$ cat config.mk
export PLATFORM = sky130hd
export DESIGN_NAME = sample_framer_with_burst_buffer_unit
export DESIGN_NICKNAME = d
export VERILOG_FILES = /design/src/design/sfb_pkg.sv /design/src/design/sfb_cell.sv /design/src/design/sample_framer_with_burst_buffer_unit.sv
export SDC_FILE = /design/constraint.sdc
export NUM_CORES = 1
export LEC_CHECK = 0
export ABC_AREA = 1
export BUFFER_PORTS_ARGS = -buffer_cell sky130_fd_sc_hd__clkbuf_2
export CAP_MARGIN = 25
export CORE_AREA = 2 2 258 260
export CTS_BUF_LIST = sky130_fd_sc_hd__clkbuf_4 sky130_fd_sc_hd__clkbuf_8
export CTS_CLUSTER_SIZE = 14
export DETAILED_ROUTE_END_ITERATION = 8
export DIE_AREA = 0 0 260 262
export GPL_TIMING_DRIVEN = 1
export PLACE_DENSITY = 0.73
export SYNTH_ARGS = -nofsm -noshare
export SYNTH_HDL_FRONTEND = slang
export SYNTH_SLANG_ARGS = --single-unit
$ cat constraint.sdc
create_clock -name i_clk -period 7.4 [get_ports i_clk]
set_clock_uncertainty 0.1 [all_clocks]
set_input_delay 0 -clock i_clk [delete_from_list [all_inputs] [get_ports i_clk]]
set_output_delay 0 -clock i_clk [all_outputs]
set_load 0.1 [all_outputs]
$ cat src/design/sfb_pkg.sv
// Shared types and constants for the sample framer with burst buffer.
package sfb_pkg;

    localparam logic [7:0] CH_M = 8'h6D;
    localparam logic [7:0] CH_C = 8'h63;
    localparam logic [7:0] CH_B = 8'h62;
    localparam logic [7:0] CH_F = 8'h66;
    localparam logic [7:0] CH_E = 8'h65;
    localparam logic [7:0] CH_N = 8'h6E;
    localparam logic [7:0] CH_D = 8'h64;

    localparam logic [7:0] KIND_ACK = 8'(6 << 5);
    localparam logic [7:0] KIND_END = 8'(7 << 5);

    localparam logic [7:0] ACK_INVALID = 8'd1;
    localparam logic [7:0] ACK_MODE    = 8'd2;
    localparam logic [7:0] ACK_MASK    = 8'd3;
    localparam logic [7:0] ACK_FREQ    = 8'd4;
    localparam logic [7:0] ACK_END     = 8'd0;

    typedef struct packed {
        logic       cmd;
        logic [2:0] next_chan;
        logic [9:0] sample_value;
        logic [7:0] msg_byte0;
        logic [7:0] msg_byte1;
        logic [7:0] msg_byte2;
    } t_in_beat;

    typedef struct packed {
        logic [7:0]  frame_hi;
        logic [7:0]  frame_lo;
        logic        freq_update;
        logic [15:0] freq_value;
        logic        last;
    } t_out_beat;

    typedef struct packed {
        logic [2:0] chan;
        logic [9:0] value;
    } t_frame;

    typedef enum logic [1:0] {
        S_IDLE,
        S_DECODE,
        S_FLUSH,
        S_ACK
    } t_state;

endpackage

$ cat src/design/sfb_cell.sv
// One slot of the frame store: loads a new frame or takes its neighbour's.
module sfb_cell
    import sfb_pkg::*;
(
    input  logic   i_clk,
    input  logic   i_load,
    input  t_frame i_load_frame,
    input  logic   i_shift,
    input  t_frame i_next_frame,
    output t_frame o_frame
);

    t_frame r_frame;

    always_ff @(posedge i_clk) begin
        if (i_load) begin
            r_frame <= i_load_frame;
        end else if (i_shift) begin
            r_frame <= i_next_frame;
        end
    end

    assign o_frame = r_frame;

endmodule

$ cat src/design/sample_framer_with_burst_buffer_unit.sv
// Top level of the sample framer with burst buffer.
// Each accepted item is latched and decoded in the following cycle; an item
// that yields a beat waits in decode while the output is stalled. A flush
// empties the chain of STORE_DEPTH store cells one frame per cycle through
// cell zero while the output is not stalled, so a flush caused by a full
// store sends STORE_DEPTH frames, and a flush caused by leaving buffered
// mode sends each held frame followed by the acknowledgment. A finished beat
// waits in the output register while the next item is taken in.
module sample_framer_with_burst_buffer_unit
    import sfb_pkg::*;
#(
    parameter int STORE_DEPTH = 64
) (
    input  logic      i_clk,
    input  logic      i_rst_n,
    input  logic      i_in_valid,
    output logic      o_in_stall,
    input  t_in_beat  i_in_beat,
    output logic      o_out_valid,
    input  logic      i_out_stall,
    output t_out_beat o_out_beat
);

    localparam int FILL_W = $clog2(STORE_DEPTH + 1);

    t_state           r_state, n_state;
    t_in_beat         r_item;
    logic             r_buffered;
    logic [7:0]       r_mask;
    logic [FILL_W-1:0] r_fill;
    logic [FILL_W-1:0] r_remain;
    logic             r_ack_pend;
    logic             r_out_valid;
    t_out_beat        r_out;

    logic             out_free;
    logic [2:0]       chan;
    logic             hit;
    logic             is_mode;
    logic             mode_flush;
    logic             fill_full;
    t_frame           new_frame;
    t_frame           cell_frame [STORE_DEPTH];

    logic             emit;
    t_out_beat        beat;
    logic             push;
    logic             shift;
    logic             start_flush;
    logic [FILL_W-1:0] flush_cnt;
    logic             set_mode;
    logic             set_mask;
    logic [7:0]       mask_val;

    assign out_free   = !r_out_valid || !i_out_stall;
    assign chan       = r_item.next_chan - 3'd1;
    assign hit        = r_mask[chan];
    assign is_mode    = (r_item.msg_byte0 == CH_M)
                        && ((r_item.msg_byte1 == CH_C) || (r_item.msg_byte1 == CH_B));
    assign mode_flush = is_mode && r_buffered && (r_item.msg_byte1 == CH_C)
                        && (r_fill != '0);
    assign fill_full  = (r_fill == FILL_W'(STORE_DEPTH - 1));
    assign new_frame  = '{chan: chan, value: r_item.sample_value};

    always_comb begin
        n_state = r_state;
        unique case (r_state)
            S_IDLE: begin
                if (i_in_valid) begin
                    n_state = S_DECODE;
                end
            end
            S_DECODE: begin
                if (!r_item.cmd) begin
                    if (!hit) begin
                        n_state = S_IDLE;
                    end else if (r_buffered) begin
                        n_state = fill_full ? S_FLUSH : S_IDLE;
                    end else if (out_free) begin
                        n_state = S_IDLE;
                    end
                end else if (mode_flush) begin
                    n_state = S_FLUSH;
                end else if (out_free) begin
                    n_state = S_IDLE;
                end
            end
            S_FLUSH: begin
                if (out_free && (r_remain == FILL_W'(1))) begin
                    n_state = r_ack_pend ? S_ACK : S_IDLE;
                end
            end
            S_ACK: begin
                if (out_free) begin
                    n_state = S_IDLE;
                end
            end
            default: n_state = S_IDLE;
        endcase
    end

    always_comb begin
        emit        = 1'b0;
        beat        = '0;
        push        = 1'b0;
        shift       = 1'b0;
        start_flush = 1'b0;
        flush_cnt   = '0;
        set_mode    = 1'b0;
        set_mask    = 1'b0;
        mask_val    = '0;
        unique case (r_state)
            S_IDLE: begin
            end
            S_DECODE: begin
                if (!r_item.cmd) begin
                    if (hit) begin
                        if (r_buffered) begin
                            push = 1'b1;
                            if (fill_full) begin
                                start_flush = 1'b1;
                                flush_cnt   = FILL_W'(STORE_DEPTH);
                            end
                        end else if (out_free) begin
                            emit          = 1'b1;
                            beat.frame_hi = {3'b000, chan, r_item.sample_value[9:8]};
                            beat.frame_lo = r_item.sample_value[7:0];
                            beat.last     = 1'b1;
                        end
                    end
                end else if (mode_flush) begin
                    start_flush = 1'b1;
                    flush_cnt   = r_fill;
                    set_mode    = 1'b1;
                end else if (out_free) begin
                    emit          = 1'b1;
                    beat.frame_hi = KIND_ACK;
                    beat.last     = 1'b1;
                    if (is_mode) begin
                        set_mode      = 1'b1;
                        beat.frame_lo = ACK_MODE;
                    end else if (r_item.msg_byte0 == CH_C) begin
                        set_mask      = 1'b1;
                        mask_val      = r_item.msg_byte1;
                        beat.frame_lo = ACK_MASK;
                    end else if (r_item.msg_byte0 == CH_F) begin
                        beat.frame_lo    = ACK_FREQ;
                        beat.freq_update = 1'b1;
                        beat.freq_value  = {r_item.msg_byte1, r_item.msg_byte2};
                    end else if ((r_item.msg_byte0 == CH_E) && (r_item.msg_byte1 == CH_N)
                                 && (r_item.msg_byte2 == CH_D)) begin
                        set_mask      = 1'b1;
                        beat.frame_hi = KIND_END;
                        beat.frame_lo = ACK_END;
                    end else begin
                        beat.frame_lo = ACK_INVALID;
                    end
                end
            end
            S_FLUSH: begin
                if (out_free) begin
                    emit          = 1'b1;
                    shift         = 1'b1;
                    beat.frame_hi = {3'b000, cell_frame[0].chan, cell_frame[0].value[9:8]};
                    beat.frame_lo = cell_frame[0].value[7:0];
                    beat.last     = (r_remain == FILL_W'(1)) && !r_ack_pend;
                end
            end
            S_ACK: begin
                if (out_free) begin
                    emit          = 1'b1;
                    beat.frame_hi = KIND_ACK;
                    beat.frame_lo = ACK_MODE;
                    beat.last     = 1'b1;
                end
            end
            default: begin
            end
        endcase
    end

    always_ff @(posedge i_clk) begin
        if (!i_rst_n) begin
            r_state     <= S_IDLE;
            r_buffered  <= 1'b0;
            r_mask      <= '0;
            r_fill      <= '0;
            r_remain    <= '0;
            r_ack_pend  <= 1'b0;
            r_out_valid <= 1'b0;
        end else begin
            r_state <= n_state;
            if (set_mode) begin
                r_buffered <= (r_item.msg_byte1 == CH_B);
            end
            if (set_mask) begin
                r_mask <= mask_val;
            end
            if (start_flush) begin
                r_fill <= '0;
            end else if (push) begin
                r_fill <= r_fill + FILL_W'(1);
            end
            if (start_flush) begin
                r_remain   <= flush_cnt;
                r_ack_pend <= r_item.cmd;
            end else if (shift) begin
                r_remain <= r_remain - FILL_W'(1);
            end
            if (emit) begin
                r_out_valid <= 1'b1;
            end else if (!i_out_stall) begin
                r_out_valid <= 1'b0;
            end
        end
    end

    always_ff @(posedge i_clk) begin
        if ((r_state == S_IDLE) && i_in_valid) begin
            r_item <= i_in_beat;
        end
        if (emit) begin
            r_out <= beat;
        end
    end

    for (genvar gi = 0; gi < STORE_DEPTH; gi++) begin : g_cell
        t_frame next_frame;
        if (gi == STORE_DEPTH - 1) begin : g_tail
            assign next_frame = cell_frame[gi];
        end else begin : g_body
            assign next_frame = cell_frame[gi + 1];
        end
        sfb_cell u_cell (
            .i_clk        (i_clk),
            .i_load       (push && (r_fill == FILL_W'(gi))),
            .i_load_frame (new_frame),
            .i_shift      (shift),
            .i_next_frame (next_frame),
            .o_frame      (cell_frame[gi])
        );
    end

    assign o_in_stall  = (r_state != S_IDLE);
    assign o_out_valid = r_out_valid;
    assign o_out_beat  = r_out;

endmodule

* Yosys cells after proc, flatten, opt, wreduce, memory -nomap -nowiden
Index checks and enable logic that the tools add are counted.
Word-level totals: register bits after elaboration 931, bits of input ports 42, output and inout bits 36, logic and storage cells 591
Operators by class: $add $sub $neg 3, magnitude comparators 1, equality and inequality tests 78, muxes and demuxes 207, bitwise logic cells 5, reduce and logical (&&, ||, !) cells 151
Operators by type and width (count):
- 13-bit 2-to-1 mux | 130
- 7-bit by 6-bit == test with 1-bit output, second input constant | 32
- 2-bit nonzero test | 65
- 7-bit by 5-bit == test with 1-bit output, second input constant | 16
- 1-bit logical AND | 73
- 34-bit 2-to-1 mux | 2
- 8-bit by 7-bit == test with 1-bit output, second input constant | 8
- 7-bit by 4-bit == test with 1-bit output, second input constant | 8
- 7-bit 2-to-1 mux | 8
- 17-bit 2-to-1 mux | 3
- 8-bit 2-to-1 mux | 6
- 16-bit one-hot mux with 3 select lines | 1
- 1-bit 2-to-1 mux | 35
- 16-bit 2-to-1 mux | 2
- 7-bit by 3-bit == test with 1-bit output, second input constant | 4
- 6-bit 2-to-1 mux | 4
- 2-bit 2-to-1 mux | 9
- 7-bit by 1-bit == test with 1-bit output, second input constant | 2
- 7-bit by 2-bit == test with 1-bit output, second input constant | 2
- 3-bit 2-to-1 mux | 3
- 2-bit one-hot mux with 4 select lines | 1
- 7-bit by 1-bit adder with 7-bit output, second input constant | 1
- 7-bit logical NOT | 1
- 7-bit nonzero test | 1
- 18 further kinds | 28

* Depth between registers and ports, before layout
word-level depth 11, mapped depth 14, gate-level depth less buffers 13

* Hierarchy
From an unflattened synthesis, not the netlist that was laid out.
Second synthesis, totals: cells, all modules 4146, area total of the unflattened synthesis 41064.4 µm²
Modules (own cells, without submodules):
- sfb_cell | times used 64, cells an instance 56, area each 565.5 µm², seq. area each 390.4 µm²
- sample_framer_with_burst_buffer_unit | times used 1, cells an instance 562, area each 4869.7 µm², seq. area each 2672.6 µm²

* Worst setup path after synthesis
No wires, ideal clock.
path kind register to register, start reg r_out_valid (netlist: o_out_valid), end reg r_out (netlist bit o_out_beat[0]), enable pin, library setup time 469 ps, arrival time 3415 ps, required time 6831 ps, setup slack 3416 ps, stages on the path, launching flop included 4, buffers on the path 0, clock period less this slack 3984 ps, cell sequence dfxtp_1 nand2_1 inv_1 o21ai_0
On the way: cells in the longest elaborated chain, start to end 7, elaborated cells on any way between the ends 8, those cells by class mux (6); reduce/logical (2)
RTL lines:
- start, declared | RTL line sample_framer_with_burst_buffer_unit.sv:33 | logic r_out_valid;
- start signal, assigned | RTL line sample_framer_with_burst_buffer_unit.sv:190 | r_out_valid <= 1'b0;
- start signal, assigned | RTL line sample_framer_with_burst_buffer_unit.sv:211 | r_out_valid <= 1'b1;
- start signal, assigned | RTL line sample_framer_with_burst_buffer_unit.sv:213 | r_out_valid <= 1'b0;
- 1-bit logical NOT (*) | RTL line sample_framer_with_burst_buffer_unit.sv:55 | assign out_free = !r_out_valid || !i_out_stall;
- 1-bit logical OR (*) | RTL line sample_framer_with_burst_buffer_unit.sv:55
- 1-bit 2-to-1 mux (*)
- 1-bit 2-to-1 mux | RTL line sample_framer_with_burst_buffer_unit.sv:118 | if (r_buffered) begin
- 1-bit 2-to-1 mux | RTL line sample_framer_with_burst_buffer_unit.sv:117 | if (hit) begin
- 1-bit 2-to-1 mux | RTL line sample_framer_with_burst_buffer_unit.sv:116 | if (!r_item.cmd) begin
- 1-bit one-hot mux with 2 select lines (*) | RTL line sample_framer_with_burst_buffer_unit.sv:112 | unique case (r_state)
- named net emit | RTL line sample_framer_with_burst_buffer_unit.sv:45 | logic emit;
- end signal, assigned | RTL line sample_framer_with_burst_buffer_unit.sv:223 | r_out <= beat;
- end, declared | RTL line sample_framer_with_burst_buffer_unit.sv:34 | t_out_beat r_out;
The timed path passes the listed nets; every way through them passes the cells marked *. A chain may end at the register's enable or synchronous reset.

* Worst setup path after layout
start reg r_item[34] in the netlist's numbering, end reg g_cell[45].u_cell.r_frame (netlist bit g_cell[45].u_cell.o_frame[3]), enable pin
On the way: cells in the longest elaborated chain, start to end 8
RTL lines:
- start, declared | RTL line sample_framer_with_burst_buffer_unit.sv:27 | t_in_beat r_item;
- start signal, assigned | RTL line sample_framer_with_burst_buffer_unit.sv:220 | r_item <= i_in_beat;
- 3-bit by 1-bit subtractor with 3-bit output | RTL line sample_framer_with_burst_buffer_unit.sv:56 | assign chan = r_item.next_chan - 3'd1;
- named net chan[0] | RTL line sample_framer_with_burst_buffer_unit.sv:37 | logic [2:0] chan;
- 1-bit binary-select mux with 3-bit select | RTL line sample_framer_with_burst_buffer_unit.sv:57 | assign hit = r_mask[chan];
- 1-bit 2-to-1 mux (not written as such) | RTL line sample_framer_with_burst_buffer_unit.sv:57
- 1-bit 2-to-1 mux | RTL line sample_framer_with_burst_buffer_unit.sv:117
- 1-bit 2-to-1 mux | RTL line sample_framer_with_burst_buffer_unit.sv:116
- 1-bit 2-to-1 mux | RTL line sample_framer_with_burst_buffer_unit.sv:112
- 1-bit logical AND | RTL line sample_framer_with_burst_buffer_unit.sv:236 | .i_load (push && (r_fill == FILL_W'(gi))),
- 2-bit nonzero test (no line)
- end signal, assigned | RTL line sfb_cell.sv:17 | r_frame <= i_load_frame;
- end signal, assigned | RTL line sfb_cell.sv:19 | r_frame <= i_next_frame;
- end, declared | RTL line sfb_cell.sv:13 | t_frame r_frame;
The timed path passes the listed nets, and every way through them passes these cells. The select of a mux whose other input is x is not followed.

==> flow_metrics.tcl <==
set metrics [dict create \
    status "completed" \
    port_buffers 77 \
    cp_data_arrival_time_ns 5.08 \
    synth.most_common_cell "nand2_1" \
    yosysTopAreaCellShare_pct 69.8 \
    via_per_inst 5.87 \
    drc 0 \
    critPathLaunchType "register" \
    post_cts_buffers 0 \
    synth_edf_count 903 \
    drv_slew 0 \
    antenna_found_initial 2 \
    die_h_um 262 \
    worst-setup-path-type "reg2reg" \
    cts_root_buffer "clkbuf_8" \
    syn2layout_area_growth_pct 10.7 \
    end_kind "register" \
    coreArea_um2 65300 \
    cts_buffer_depth 3 \
    grt_pass1_vias 24800 \
    peakVddDrop_mv 0.195 \
    crit_fanout 67 \
    vias 25800 \
    cp_top_family "simple AND/OR/NAND/NOR gates" \
    grt_pass1_wl_mm 138 \
    htreeDepth 4 \
    clk_latency_ns 0.79 \
    placementRows 94 \
    slew_headroom_pct 24.8 \
    antenna_left 0 \
    fmax_ghz 0.210 \
    fin_nets 3481 \
    clock-sinks 930 \
    cpMostUsedCell "nand2_4" \
    dieArea_um2 68100 \
    async_flop_share_pct 0 \
    synth_area_um2 38900 \
    slowest_delay_ns 0.90 \
    hpwlAfterDp_mm 49.8 \
    wl_mm 89.9 \
    tns_ns 0 \
    grtUsageTotal_pct 26.7 \
    drive_above_1_share_pct 12.5 \
    setup_viol 0 \
    syn_avg_cell_area_um2 11.6 \
    synth-seq-cells 930 \
    cts_tree "done" \
    pin_count 78 \
    fin_crit_ns 4.76 \
    clk_pin_slew_worst_paths_ns 0.06 \
    cp.required_ns 7.72 \
    crit_chain "inv_2 -> ha_4 -> inv_1 -> nand3_1 -> nand3_2 -> nand2_4 -> nand2_4 -> inv_4 -> nand4_4 -> nand2_1" \
    cp.buffers_inverters 3 \
    seq_area_frac_synth_pct 71.2 \
    drtIter0Drc 2950 \
    grt_overflow_total 0 \
    synth_area_leaders "edfxtp_1 (70%), nand2_1 (9.8%), o21ai_0 (7.1%)" \
    dr.pass1.iters 6 \
    worst_pin_slew_ns 1.13 \
    synth_warnings 0 \
    postCtsResizedCells 0 \
    routabilityCongestion 0.845 \
    ctsHoldBuffers 83 \
    maxCapViolCount 0 \
    syn_inst 3343 \
    powerDensity_nw_per_um2 240 \
    grt_max_degree 69 \
    ys_top_cells_by_count "nand2_1 (1,013), edfxtp_1 (903), o21ai_0 (552)" \
    synth_top_area_cell "edfxtp_1" \
    die-width_um 260 \
    power.total_mw 10.3 \
    power_leakage_nw 16.9 \
    hold_viol 0 \
    rsz0062_at_grt "no" \
    numCtsBuffers 146 \
    initial_core_util_pct 59.5 \
    synth.distinct_cells 42 \
    synth_ff_type "edfxtp_1" \
    fin_crit_sh_pct 64.4 \
    min_path_type "in2reg" \
    cpMaxStageDelayCell "ha_4" \
    wire_per_inst_um 20.4 \
    synth_nets 3392 \
]
[per-stage QoR]
stage	cell area, um2	cells	hold slack [ns]	setup WS [ns]	util (%)
after floorplan	38900	3343	-0.00113	3.42	-
after global placement	39400	4064	0.0767	2.82	60.3
after detailed placement	39400	4064	0.0786	2.69	60.3
after CTS	43000	4395	0.0548	2.68	65.9
after global routing	43000	4398	0.105	2.39	65.9
final	43000	4398	0.0976	2.64	65.9
[routing by layer]
metal | GRT usage [%] | part of all wire (%) | wire (um) | up-vias
met3 | 6.66 | 10 | 9300 | 209
met2 | 41.8 | 46 | 41800 | 1293
met1 | 37.0 | 41 | 36500 | 12300
met4 | 8.81 | 2.5 | 2270 | 0
li1 | - | - | - | 12000
met5 | 0 | 0 | 0 | -
[cell usage in the layout, fill, tap and decap left out, types with 17 or more instances in the layout]
cell type | synthesis | routed
a21oi_1 | 20 | 20
o21ai_0 | 552 | 551
clkbuf_4 | 0 | 48
clkbuf_2 | 7 | 77
nand4_4 | 18 | 18
dlygate4sd3_1 | 0 | 83
clkinv_1 | 8 | 27
dfxtp_1 | 27 | 27
inv_1 | 71 | 67
nand4_1 | 18 | 18
nand3_1 | 25 | 25
clkbuf_8 | 0 | 157
nor2_1 | 67 | 66
edfxtp_1 | 903 | 903
o21ai_2 | 21 | 21
nand2_2 | 40 | 40
nand2_1 | 1013 | 1013
buf_4 | 3 | 17
o21ai_1 | 267 | 267
[flip-flops by register name, summed over array words and instances, names as in the netlist]
| signal | flops |
|---|---|
| g_cell.u_cell.o_frame | 832 |
| new_frame | 10 |
| o_out_beat | 33 |
| o_out_valid | 1 |
| r_ack_pend | 1 |
| r_buffered | 1 |
| r_fill | 7 |
| r_item | 28 |
| r_mask | 8 |
| r_remain | 7 |
| r_state | 2 |
[logic make-up (layout without fill, tap and decap cells)]
kind of cell / Yosys count / count (layout) / share of synthesized area (%)
buf+inv: 323 / 512 / 3.69
fa+ha+maj: 7 / 7 / 0.225
simple gates: 1212 / 1212 / 13.4
flops: 930 / 930 / 71.2
other cells: 0 / 2 / 0
compound gates: 866 / 866 / 11.4
xor+xnor: 5 / 5 / 0.113
[power by group]
group	switching (mW)	total [mW]	leakage [nW]	internal, mW
registers	0.0128	5.73	8.37	5.72
logic	0.259	0.321	7.01	0.0612
clock network	1.98	4.26	1.48	2.28
total	2.25	10.3	16.9	8.07
[cell type report]
type	instances	area, um2
Clock inverter	43	269
Multi-Input combinational cell	2090	9810
Timing Repair Buffer	178	1360
Clock buffer	205	2520
Tap cell	864	1080
Sequential cell	930	27700
Inverter	86	327
Antenna cell	2	5.00
Fill cell	4790	22200
[worst reg2reg max path, delay by kind of cell, from the launching register on]
kind / cells / cell delay (ns)
AND/OR/NAND/NOR: 6 / 1.87
adder cells (fa/ha/maj): 1 / 0.90
buffers and inverters: 3 / 1.14
flip-flops: 1 / 0.37
[path summary, 6_finish.rpt]
| kind | from | to | slack, ns | depth (start not counted) |
|---|---|---|---|---|
| worst min-delay path | i_in_valid | r_item[3] | 0.1 | 4 |
| worst min register to register | new_frame[8] | g_cell[63].u_cell.o_frame[8] | 0.37 | 0 |
| worst max register to register | r_item[34] | g_cell[45].u_cell.o_frame[3] | 2.64 | 10 |
| worst max-delay path | r_item[34] | g_cell[45].u_cell.o_frame[3] | 2.64 | 10 |
Power figures use the tool's default switching activity.
